## src/rtl/pbrl_pkg.sv

```systemverilog
// Shared types and constants for the point box to rank lookup block.
package pbrl_pkg;

	localparam int unsigned CFG_IW = 2;
	localparam int unsigned CFG_DW = 5;
	localparam int unsigned COORD_W = 32;
	localparam int unsigned RADIUS_W = 31;
	localparam int unsigned RANK_W = 12;
	localparam int unsigned INDEX_W = 12;
	localparam int unsigned AXIS_W = 2;

	localparam logic [CFG_IW-1:0] REG_SLICES_X = 2'd0;
	localparam logic [CFG_IW-1:0] REG_SLICES_Y = 2'd1;
	localparam logic [CFG_IW-1:0] REG_SLICES_Z = 2'd2;

	localparam logic [AXIS_W-1:0] AXIS_X = 2'd0;
	localparam logic [AXIS_W-1:0] AXIS_Y = 2'd1;
	localparam logic [AXIS_W-1:0] AXIS_Z = 2'd2;

	typedef enum logic [1:0] {
		OP_WR_BOUND = 2'd0,
		OP_WR_MAP   = 2'd1,
		OP_QUERY    = 2'd2,
		OP_NONE     = 2'd3
	} op_t;

	typedef enum logic [1:0] {
		KIND_CTR = 2'd0,
		KIND_LO  = 2'd1,
		KIND_HI  = 2'd2
	} kind_t;

	typedef struct packed {
		logic wr_bound;
		logic wr_map;
		logic load;
		logic srch_rd;
		logic srch_upd;
		logic srch_next;
		logic cell_ctr;
		logic idx1;
		logic idx2;
		logic map_rd;
		logic ctr_cap;
		logic found_set;
		logic scan_step;
		logic out_load;
	} cmd_t;

	typedef struct packed {
		logic srch_more;
		logic srch_last;
		logic scan_empty;
		logic scan_last;
		logic match;
		logic out_free;
	} st_t;

endpackage

```

## src/rtl/pbrl_ctrl.sv

```systemverilog
// Controller state machine sequencing writes, slice searches and the box scan.
module pbrl_ctrl (
	input  logic           clk,
	input  logic           arst_n,
	input  logic           s_tvalid,
	input  logic [1:0]     operation,
	output logic           s_tready,
	output pbrl_pkg::cmd_t cmd,
	input  pbrl_pkg::st_t  st
);

	import pbrl_pkg::*;

	typedef enum logic [2:0] {
		S_IDLE,
		S_SRCH,
		S_SRCH_CMP,
		S_CELL_SET,
		S_CELL_IDX1,
		S_CELL_IDX2,
		S_CELL_RD,
		S_CELL_CHK
	} state_t;

	state_t state_q;
	logic   scan_q;
	logic   done_q;
	logic   accept;

	assign s_tready = (state_q == S_IDLE) && !done_q;
	assign accept   = s_tvalid && s_tready;

	always_comb begin
		cmd = '0;
		case (state_q)
			S_IDLE: begin
				if (done_q) begin
					cmd.out_load = st.out_free;
				end else if (accept) begin
					case (op_t'(operation))
						OP_WR_BOUND: cmd.wr_bound = 1'b1;
						OP_WR_MAP:   cmd.wr_map   = 1'b1;
						OP_QUERY:    cmd.load     = 1'b1;
						default:     cmd.load     = 1'b0;
					endcase
				end
			end
			S_SRCH: begin
				if (st.srch_more) begin
					cmd.srch_rd = 1'b1;
				end else begin
					cmd.srch_next = 1'b1;
				end
			end
			S_SRCH_CMP:  cmd.srch_upd = 1'b1;
			S_CELL_SET:  cmd.cell_ctr = 1'b1;
			S_CELL_IDX1: cmd.idx1     = 1'b1;
			S_CELL_IDX2: cmd.idx2     = 1'b1;
			S_CELL_RD:   cmd.map_rd   = 1'b1;
			S_CELL_CHK: begin
				if (!scan_q) begin
					cmd.ctr_cap = 1'b1;
				end else if (st.match) begin
					cmd.found_set = 1'b1;
				end else if (!st.scan_last) begin
					cmd.scan_step = 1'b1;
				end
			end
			default: cmd = '0;
		endcase
	end

	always_ff @(posedge clk or negedge arst_n) begin
		if (!arst_n) begin
			state_q <= S_IDLE;
			scan_q  <= 1'b0;
			done_q  <= 1'b0;
		end else begin
			case (state_q)
				S_IDLE: begin
					if (done_q) begin
						if (st.out_free) begin
							done_q <= 1'b0;
						end
					end else if (accept && op_t'(operation) == OP_QUERY) begin
						state_q <= S_SRCH;
					end
				end
				S_SRCH: begin
					if (st.srch_more) begin
						state_q <= S_SRCH_CMP;
					end else if (st.srch_last) begin
						state_q <= S_CELL_SET;
					end
				end
				S_SRCH_CMP: state_q <= S_SRCH;
				S_CELL_SET: begin
					scan_q  <= 1'b0;
					state_q <= S_CELL_IDX1;
				end
				S_CELL_IDX1: state_q <= S_CELL_IDX2;
				S_CELL_IDX2: state_q <= S_CELL_RD;
				S_CELL_RD:   state_q <= S_CELL_CHK;
				S_CELL_CHK: begin
					if (!scan_q) begin
						if (st.scan_empty) begin
							done_q  <= 1'b1;
							state_q <= S_IDLE;
						end else begin
							scan_q  <= 1'b1;
							state_q <= S_CELL_IDX1;
						end
					end else if (st.match || st.scan_last) begin
						done_q  <= 1'b1;
						state_q <= S_IDLE;
					end else begin
						state_q <= S_CELL_IDX1;
					end
				end
				default: state_q <= S_IDLE;
			endcase
		end
	end

endmodule

```

## config.mk

```make
export PLATFORM = sky130hd
export DESIGN_NAME = pbrl_ctrl
export DESIGN_NICKNAME = d
export VERILOG_FILES = /design/src/rtl/pbrl_pkg.sv /design/src/rtl/pbrl_ctrl.sv
export SDC_FILE = /design/constraint.sdc
export NUM_CORES = 1
export LEC_CHECK = 0
export ABC_AREA = 1
export CAP_MARGIN = 20
export CELL_PAD_IN_SITES_DETAIL_PLACEMENT = 1
export CELL_PAD_IN_SITES_GLOBAL_PLACEMENT = 2
export CORE_UTILIZATION = 26
export DETAILED_ROUTE_END_ITERATION = 10
export DONT_BUFFER_PORTS = 1
export PLACE_DENSITY_LB_ADDON = 0.05
export SYNTH_ARGS = -nofsm -noshare
export SYNTH_HDL_FRONTEND = slang
export SYNTH_SLANG_ARGS = --single-unit
```

## constraint.sdc

```tcl
create_clock -name clk -period 1.35 [get_ports clk]
set_input_delay 0.0675 -clock clk [delete_from_list [all_inputs] [get_ports clk]]
set_output_delay 0.0675 -clock clk [all_outputs]
set_load 0.02 [all_outputs]
```

==> metrics.md <==
| Metric | Value |
|---|---|
| Antenna diodes | `0` |
| Area of the multi-input gates | `282 µm²` |
| CTS Buffer Depth | `2` |
| Post-Route Setup TNS | `-0.123 ns` |
| Die ar. | `1750 µm²` |
| Placed Instance Area | `502 µm²` |
| CP Data Arrival Time | `1.34 ns` |
| Critical-path cell list | `nor2_4 -> nand2_4 -> nor2_4 -> nand2_2 -> nor3_2 -> buf_4` |
| Final hold vios | `0` |
| Most frequent cell after synthesis | `nor2_1` |
| Worst-Margin Slew | `0.378 ns` |
| Final setup fails | `3` |
| Vias in the first global route | `496` |
| Final worst slack | `-0.0614 ns` |
| Max-slew violation count | `0` |
| Status | `finished with violations` |
| Initial antenna violation count | `0` |
| Gr ovfl total | `0` |
| Post-synthesis cell count | `67` |
| Peak VDD IR | `756 µV` |
| Synthesized Nets | `78` |
| Hold depth | `3` |
| RePlAce Congestion | `0.675` |
| Synthesis-stage register bit count | `5` |
| Via density | `4.75` |
| Mean Syn Cell Area | `6.14 µm²` |
| Clock Tree Root | `clkbuf_4` |
| PD cells | `2240 nW/µm²` |
| YS warnings | `0` |
| Startpoint Class | `flip-flop` |
| Slew margin rel. | `0.747` |
| Total vias in the final route | `508` |
| Reg2reg setup slack | `0.13 ns` |
| Final period util | `1.05` |
| Synth async-reset ratio | `1.00` |
| RSZ-0062 raised after global routing | `yes` |
| Min cycle time layout | `1.41 ns` |
| Register area | `128 µm²` |
| Fillers | `186` |
| Hold crit path type | `in -> reg` |
| Post-Route WL | `1260 µm` |
| Req. time, crit path | `1.28 ns` |
| Top_reg_cell synth | `dfrtp_1` |
| Ports | `26` |
| Setup WS pre-CTS | `0.116 ns` |
| Gr usage total | `0.166` |
| Max-cap viol count | `0` |
| Nets@finish | `104` |
| CTS tree | `done` |
| Post-Syn Area | `412 µm²` |
| Initial core utilization | `0.298` |
| Yosys cell types | `16` |
| Max H-tree Level | `1` |
| Post-synth top area cell | `dfrtp_1` |
| Worst r2r dst | `done_q$_DFFE_PN0P_` |
| R2R cell count | `9` |
| Post-synth EDFFs | `0` |
| Core Area | `1380 µm²` |
| Reg2reg start | `state_q[0]$_DFFE_PN0P_` |
| Origin of the worst setup path | `state_q[0]$_DFFE_PN0P_` |
| Setup Skew | `0.00651 ns` |
| FMAX | `709 MHz` |
| Die height | `41.8 µm` |
| Setup CP Type | `reg -> out` |
| Crit path to | `cmd[11]` |
| Clock-pin slew on the worst setup and hold paths | `0.04 ns` |
| Share of Yosys cell area claimed by the top area cell type | `0.304` |
| Largest net degree at the start of global routing | `6` |
| Syn-to-layout area delta | `64.4%` |
| Sequential area share after synthesis | `0.304` |
| Cell mode on critical path | `nor2_4` |
| Critical-path maximum fanout | `4` |
| First-pass GRT wire length | `2150 µm` |
| First-pass iteration count of the detailed router | `2` |
| Crit end category | `output pin` |
| Starting DRT DRC Count | `9` |
| Lkg Pwr | `0.348 nW` |
| Violated checks | `setup timing` |
| Row count | `13` |
| IO Port Bufs | `0` |
| Cts bufs inserted | `3` |
| Final ANT Viol Nets | `0` |
| Final instance area | `677 µm²` |
| Synth area leaders | `dfrtp_1 30%, nor2_1 15%, nand2_1 13%` |
| Chip width | `41.8 µm` |
| Slowest CP cell | `dfrtp_2` |
| Layout cells sized above 1 | `0.457` |
| Wire per inst | `11.8 µm` |
| Crit-path max cell delay | `0.43 ns` |
| Skew-Pair Late Insertion Delay | `0.25 ns` |
| Sink Count | `5` |
| DRC | `0` |
| Hpwl dp | `862 µm` |
| Top cells by count, synth | `16 x nor2_1, 14 x nand2_1, 9 x inv_1, 5 x dfrtp_1, 5 x nor3_1` |
==> worst min-delay path by stage <==
stage	startpoint	end	slack (ns)
3_3_place_gp	arst_n	state_q[2]$_DFFE_PN0P_	-0.23
5_1_grt	st[5]	state_q[0]$_DFFE_PN0P_	0.005
2_1_floorplan	arst_n	done_q$_DFFE_PN0P_	-0.23
6_report	st[5]	state_q[0]$_DFFE_PN0P_	0.01
3_5_place_dp	arst_n	state_q[2]$_DFFE_PN0P_	-0.23
4_1_cts	st[3]	scan_q$_DFFE_PN0P_	0.03
==> what timing repair did <==
action	4_1_cts	5_1_grt
hold buffers	2	0
gates resized for setup	8	9
pin swaps	3	2
endpoints found under the hold margin	6	0
setup buffers	7	2
setup endpoints to repair	6	10
==> cells by family (layout without fill, tap and decap cells) <==
family	count (synthesis)	count (layout)	synth area share
flip-flops	5	5	0.304
AO/OA/AOI/OAI	5	5	0.0669
AND/OR/NAND/NOR	45	45	0.502
buffers and inverters	12	37	0.128
==> power breakdown <==
| group | switching (mW) | leakage (nW) | internal, mW |
|---|---|---|---|
| Sequential | 0.103 | 0.0590 | 0.230 |
| Clock | 0.0697 | 0.0150 | 0.112 |
| Combinational | 0.570 | 0.274 | 0.431 |
| Total | 0.743 | 0.348 | 0.773 |
==> layout by cell type (no fill, tap or decap) <==
| cell | instances |
|---|---|
| or2_2 | 1 |
| nand2_1 | 14 |
| nor2_4 | 4 |
| clkbuf_1 | 1 |
| o21ai_1 | 1 |
| o22ai_1 | 1 |
| nor2_1 | 11 |
| o21ai_0 | 2 |
| inv_2 | 2 |
| nor2_2 | 4 |
| a31oi_1 | 1 |
| nand2_4 | 2 |
| nand2_2 | 1 |
| dfrtp_2 | 2 |
| buf_4 | 17 |
| nor3_2 | 3 |
| inv_1 | 9 |
| nand3_1 | 3 |
| dfrtp_1 | 3 |
| nor3_1 | 2 |
| clkbuf_4 | 3 |
| dlygate4sd3_1 | 2 |
| buf_6 | 3 |
==> state kept, by name, indices dropped and copies added (netlist names) <==
signal and flops:
done_q 1, scan_q 1, state_q 3
==> layer usage <==
metal  up-vias  track usage  routed length (µm)
li1        256            -                   -
met1       227        0.190                 533
met2        20        0.259                 618
met3         5       0.0652                  69
met4         0       0.0968                  36
met5         -            0                   0
==> metrics by stage <==
stage / util / hold WS, ns / cells / power (mW)
floorplan: - / -0.228 / 67 / 0.860
global placement: 0.363 / -0.228 / 92 / 1.03
detailed placement: 0.363 / -0.228 / 92 / 1.04
CTS: 0.458 / 0.0267 / 105 / 1.44
global route: 0.490 / 0.00548 / 107 / 1.65
finish: 0.490 / 0.0110 / 107 / 1.52
==> critical path, delay by kind of cell (launching register included) <==
family | cells | cell delay, ns
and+or+nand+nor | 5 | 0.51
buffers and inverters | 1 | 0.17
DFF | 1 | 0.43
==> final cells by class <==
type | instances | area share
Multi-Input combinational cell | 50 | 0.416
Clock buffer | 4 | 0.0388
Timing Repair Buffer | 22 | 0.268
Sequential cell | 5 | 0.189
Inverter | 11 | 0.0610
Tap cell | 15 | 0.0277
Note: power is estimated with default switching activity, not from simulation.
